===== config.mk =====
export PLATFORM = sky130hd
export DESIGN_NAME = sob_ram
export DESIGN_NICKNAME = d
export VERILOG_FILES = /design/src/sv/sob_ram.sv
export SDC_FILE = /design/constraint.sdc
export NUM_CORES = 1
export LEC_CHECK = 0
export BUFFER_PORTS_ARGS = -buffer_cell sky130_fd_sc_hd__buf_2
export CAP_MARGIN = 20
export CORE_MARGIN = 10
export CORE_UTILIZATION = 30
export CTS_BUF_LIST = sky130_fd_sc_hd__clkbuf_16
export CTS_CLUSTER_SIZE = 28
export DETAILED_ROUTE_END_ITERATION = 7
export GPL_ROUTABILITY_DRIVEN = 0
export SLEW_MARGIN = 0
export SYNTH_ARGS = -nofsm -noshare
export SYNTH_HDL_FRONTEND = slang
export SYNTH_SLANG_ARGS = --single-unit

===== constraint.sdc =====
create_clock -name clk -period 2.6 [get_ports clk]
set_input_delay 0 -clock clk [delete_from_list [all_inputs] [get_ports clk]]
set_output_delay 0 -clock clk [all_outputs]
set_load 0.02 [all_outputs]

===== src/sv/sob_ram.sv =====
// Generic single-write, single-read synchronous RAM with registered read data.
module sob_ram #(
    parameter int WIDTH = 8,
    parameter int DEPTH = 16
) (
    input  logic                     clk,
    input  logic                     we,
    input  logic [$clog2(DEPTH)-1:0] waddr,
    input  logic [WIDTH-1:0]         wdata,
    input  logic [$clog2(DEPTH)-1:0] raddr,
    output logic [WIDTH-1:0]         rdata
);

    logic [WIDTH-1:0] mem [DEPTH];
    logic [WIDTH-1:0] rdata_reg;

    // Write port
    always_ff @(posedge clk)
    begin
        if (we)
        begin
            mem[waddr] <= wdata;
        end
    end

    // Registered read port
    always_ff @(posedge clk)
    begin
        rdata_reg <= mem[raddr];
    end

    assign rdata = rdata_reg;

endmodule


==> results.json, run 1 <==
{
  "status": "complete, no violations",
  "synth-seq-cells": 136,
  "arrival_ns": 1.69,
  "cp_max_fo": 1,
  "slew_viol_final": 0,
  "io-pin-count": 26,
  "crit_path_start_kind": "register",
  "track_usage_pct": 9.62,
  "antenna_found_initial": 0,
  "synth_nets": 247,
  "setup_tns_ns": 0,
  "largest_register_ffs": 128,
  "nNetsFinal": 302,
  "ys_seq_area_share_pct": 77.8,
  "initial_utilization_pct": 30.8,
  "dieArea_sq_um": 22800,
  "synth_cell_types": 19,
  "core_area_sq_um": 16700,
  "power_density_nw_per_um2": 763,
  "grt_pass1_wl_microns": 15700,
  "slew_headroom_pct": 38.1,
  "clkSlewWorstSetupHoldPaths_ns": 0.05,
  "grt-ovfl-total": 0,
  "synth_area_leaders": "edfxtp_1, mux4_2, mux4_1",
  "drcViolationCount": 0,
  "period_share_pct": 54.7,
  "drtAntennaViolNets": 0,
  "finalSetupViolations": 0,
  "dp_hpwl_microns": 6730,
  "p_leak_nw": 2.06,
  "detail_route.first_pass.iterations": 4,
  "rows": 47,
  "antennaDiodeCount": 0,
  "syn2layout_area_growth_pct": 19.0,
  "fmax_mhz": 704,
  "layout-drive-gt1-share_pct": 26.3,
  "hold_ws_ns": 0.166,
  "tightestPinTransition_ns": 0.925,
  "cts-htree-levels": 4,
  "cts_tree": "yes",
  "yosys_warnings": 0,
  "synth_area_sq_um": 5150,
  "layout_common_cells": "edfxtp_1, buf_2, mux4_2",
  "cts.path.max_buffers": 2,
  "floorplan.die.width_microns": 151,
  "dp_cells": 477,
  "peakVddDrop_mv": 0.401,
  "cts_buffers": 17,
  "drt_iter0_drc": 165,
  "fp.dieH_microns": 151,
  "final_common_cell": "edfxtp_1",
  "vias": 2370,
  "grt_max_degree": 33,
  "fin_util_pct": 36.7,
  "wl_per_cell_microns": 20.2,
  "hold_path_class": "in -> reg",
  "yosysTopAreaCell": "edfxtp_1",
  "final_hold_viol_count": 0,
  "finClkSkew_ns": 0.0169,
  "grt_pass1_vias": 2562,
  "root_buffer": "clkbuf_16",
  "vias_per_cell": 4.58,
  "syn_area_per_cell_sq_um": 22.5,
  "stdcell_count": 517,
  "cp.required_ns": 2.87,
  "crit_path_end_kind": "register",
  "netlist.area_leader.share_pct": 74.7,
  "drt_wl_total_microns": 10500,
  "clk_latency_ns": 0.41,
  "max_cap_violations": 0,
  "rsz0062_at_grt": "no",
  "worstSetupPathType": "reg -> reg",
  "post-cts-setup-buffers": 0,
  "final_cell_area_sq_um": 6130,
  "synthCells": 229,
  "cts_sinks": 136,
  "period_needed_ns": 1.42,
  "dpl_cell_area_sq_um": 5560,
  "numPortBuffers": 25
}
-- cells by family (layout without fill, tap and decap cells) --
logic type,after synthesis,after routing,share of synthesized area (%)
buffers and inverters,10,78,1.68
DFF,136,136,77.8
muxes,32,32,15.0
and+or+nand+nor,35,35,3.18
AOI/OAI and AO/OA,16,16,2.33
-- through the flow --
step | power, mW | worst slack, ns
2_1_floorplan | 2.65 | 1.11
3_3_place_gp | 2.75 | 0.901
3_5_place_dp | 2.76 | 0.889
4_1_cts | 4.72 | 1.14
5_1_grt | 4.84 | 1.12
6_report | 4.67 | 1.18
-- layer usage --
| layer | vias to the layer above | GRT usage [%] | routed length (microns) |
|---|---|---|---|
| li1 | 1081 | - | - |
| met1 | 1225 | 12.3 | 4680 |
| met2 | 58 | 15.2 | 5230 |
| met3 | 6 | 2.80 | 481 |
| met4 | 0 | 3.51 | 64 |
| met5 | - | 0 | 0 |
-- where the power goes --
group | total (mW) | internal [mW] | switching, mW
combinational | 0.244 | 0.101 | 0.143
sequential | 2.47 | 2.45 | 0.0168
clock | 1.96 | 1.17 | 0.791
total | 4.67 | 3.72 | 0.951
-- cell usage after synthesis --
cell	count
a22oi_1	16
and2_1	1
and2b_1	1
buf_2	3
buf_4	1
buf_6	3
clkdlybuf4s25_2	3
dfxtp_1	8
edfxtp_1	128
mux4_1	14
mux4_2	18
nand2_1	9
nand2b_1	2
nand3_1	1
nand3b_1	2
nor2_1	13
nor2b_1	1
nor3_1	4
or3b_2	1
-- timing repair --
| action | CTS | global route |
|---|---|---|
| endpoints found under the hold margin | 121 | 0 |
| gates resized for setup | 0 | 0 |
| hold buffers | 8 | 0 |
-- worst paths after layout --
kind | depth (start not counted) | start | end | slack (ns)
max reg2reg | 3 | mem[0][3]$_DFFE_PP_ | rdata[3]$_DFF_P_ | 1.18
min | 3 | waddr[0] | mem[4][3]$_DFFE_PP_ | 0.17
max | 3 | mem[0][3]$_DFFE_PP_ | rdata[3]$_DFF_P_ | 1.18
min reg2reg | 3 | mem[7][1]$_DFFE_PP_ | rdata[1]$_DFF_P_ | 0.66
-- area by class of cell --
type | instances | area [sq um]
well taps | 220 | 275
repair buffers | 46 | 303
flip-flops and latches | 136 | 4000
clock inverters | 15 | 61.3
clock buffers | 17 | 425
multi-input cells | 83 | 1060
fillers | 1554 | 10600
-- critical path, cell delays in order, from the launching register on --
cell and delay (ns):
edfxtp_1 0.36, mux4_1 0.51, a22oi_1 0.29, nand2_1 0.13
(Power assumes the default switching activity.)
==> inputs of run 2 (changes only) <==
- ABC_AREA: not set -> 1
- clock period: 2.6 -> 1.2 ns (I/O delays scaled with it)
==> run 2 against run 1 <==
Global-route usage is 1.9 points higher. Clock power grew to 2.7 times the previous value. First-iteration DRC count is 85% higher. Combinational power grew to 2.9 times the previous value. Cell count is 68% higher. Critical path depth is 2 lower. Die area is 10% higher. Critical path type is now reg -> out. Largest cell class unchanged. Largest power group unchanged. Highest routed layer unchanged.
==> results.json, run 2 <==
{
  "synth_cell_types": 12,
  "status": "complete, no violations",
  "crit_path_end_kind": "output port",
  "floorplan.die.width_microns": 159,
  "slowest_stage": "dfxtp_1",
  "clkSlewWorstSetupHoldPaths_ns": 0.06,
  "crit_chain": "buf_2",
  "nNetsFinal": 616,
  "multi_input_area_sq_um": 1210,
  "io-pin-count": 26,
  "ff_latch_area_sq_um": 4000,
  "drt_iter0_drc": 305,
  "ys_seq_area_share_pct": 69.4,
  "fp.dieH_microns": 159,
  "pre_cts_ws_ns": 0.0773,
  "tightestPinTransition_ns": 0.394,
  "synth-seq-cells": 136,
  "track_usage_pct": 11.5,
  "drt_wl_total_microns": 13800,
  "fillerInstances": 1860,
  "synth_edf_count": 128,
  "final_cell_area_sq_um": 6930,
  "p_leak_nw": 2.97,
  "finClkSkew_ns": 0.00781,
  "swShare_pct": 21.4,
  "power.switching_mw": 2.45,
  "path_buf_inv": 1,
  "grt_max_degree": 38,
  "antennaDiodeCount": 0,
  "synthFlopType": "edfxtp_1",
  "p_seq_share_pct": 46.9,
  "stdcell_count": 871,
  "period_needed_ns": 1.04,
  "slew_headroom_pct": 73.8,
  "grt_pass1_wl_microns": 21300,
  "max_cap_violations": 0,
  "fin_ws_ns": 0.155,
  "setup_tns_ns": 0,
  "synth.most_common_cell": "nand2_1",
  "largest_register_ffs": 128,
  "vias_per_cell": 4.38,
  "numPortBuffers": 25,
  "cpPeakStageDelay_ns": 0.42,
  "syn_area_per_cell_sq_um": 10.5,
  "cts_buffers": 17,
  "grt-ovfl-total": 0,
  "synth_area_leaders": "edfxtp_1, nand2_1, nand3_1",
  "path_delay_family": "flip-flops",
  "async_flop_share_pct": 0,
  "internal-power_mw": 8.97,
  "power_density_nw_per_um2": 1650,
  "slew_viol_final": 0,
  "yosysTopAreaCell": "edfxtp_1",
  "drcViolationCount": 0,
  "detail_route.first_pass.iterations": 5,
  "dieArea_sq_um": 25200,
  "cts-htree-levels": 4,
  "dp_cells": 837,
  "period_share_pct": 87.0,
  "final_common_cell": "nand2_1",
  "fmax_mhz": 957,
  "cts.path.max_buffers": 2,
  "yosys_warnings": 0,
  "worstSetupPathType": "reg -> out",
  "wl_per_cell_microns": 15.9,
  "finalSetupViolations": 0,
  "core_area_sq_um": 18800,
  "synthCells": 551,
  "synth_common_cells": "nand2_1, edfxtp_1, inv_1, nand3_1, nor2_1",
  "grt_pass1_vias": 3623,
  "final_hold_viol_count": 0,
  "cts_sinks": 136,
  "vias": 3811,
  "crit_path_start_kind": "register",
  "syn2layout_area_growth_pct": 20.2,
  "antenna_found_initial": 0,
  "hold_ws_ns": 0.0181,
  "hold_path_class": "in -> reg",
  "synth_nets": 569,
  "drtAntennaViolNets": 0,
  "clk_latency_ns": 0.41,
  "initial_utilization_pct": 30.6,
  "cts_tree": "yes",
  "root_buffer": "clkbuf_16",
  "rows": 50,
  "dp_hpwl_microns": 8530,
  "rsz0062_at_grt": "no",
  "p_comb_share_pct": 6.3,
  "cp.required_ns": 1.20,
  "cp_max_fo": 1,
  "arrival_ns": 1.04,
  "layout-drive-gt1-share_pct": 13.3,
  "netlist.area_leader.share_pct": 66.7,
  "synth_area_sq_um": 5770,
  "layout_common_cells": "nand2_1, edfxtp_1, inv_1",
  "dpl_cell_area_sq_um": 6300,
  "p_clk_share_pct": 46.8,
  "peakVddDrop_mv": 0.853
}
run 2: layer usage:
metal	track usage (%)	wire, microns	vias up	share of wire [%]
met5	0	0	-	0
met3	2.75	889	11	6.4
met4	3.93	226	0	1.6
met1	16.1	6560	1800	47
li1	-	-	1868	-
met2	17.2	6160	132	45
run 2: power groups by stage:
stage | Clock, mW | Combinational, mW | Sequential, mW
3_3_place_gp | 0 | 0.714 | 5.46
2_1_floorplan | 0 | 0.375 | 5.47
4_1_cts | 5.43 | 0.733 | 5.36
5_1_grt | 5.61 | 0.806 | 5.36
3_5_place_dp | 0 | 0.725 | 5.46
6_report | 5.34 | 0.719 | 5.36
run 2: path summary, 6_finish.rpt:
path                                to            startpoint  depth (start not counted)  slack (ns)
setup reg to reg      rdata[2]$_DFF_P_   mem[3][2]$_DFFE_PP_                          6        0.20
setup / recovery              rdata[2]      rdata[2]$_DFF_P_                          1        0.16
hold reg to reg       rdata[0]$_DFF_P_  mem[10][0]$_DFFE_PP_                          6        0.67
hold / removal    mem[14][6]$_DFFE_PP_              wdata[6]                          1        0.02
run 2: repair_timing:
action,CTS,global route
gates resized for setup,0,0
hold endpoints to repair,22,0
hold buffers,2,0
setup buffers,0,0
run 2: through the flow:
step | util, % | power [mW]
after floorplan | - | 5.85
after global placement | 33.5 | 6.17
after detailed placement | 33.5 | 6.18
after CTS | 36.8 | 11.5
after global routing | 36.8 | 11.8
final | 36.8 | 11.4
run 2: area by class of cell:
cell class | count | share of cell area [%]
tap | 260 | 4.69
clock inverter | 15 | 2.67
sequential | 136 | 57.8
inverter | 102 | 5.52
clock buffer | 17 | 6.14
timing repair buffer | 52 | 5.70
multi-input combinational | 289 | 17.5
run 2: logic make-up after synthesis:
family | Yosys count | synth area share [%]
buffers and inverters | 126 | 9.52
DFF | 136 | 69.4
and+or+nand+nor | 289 | 21.0
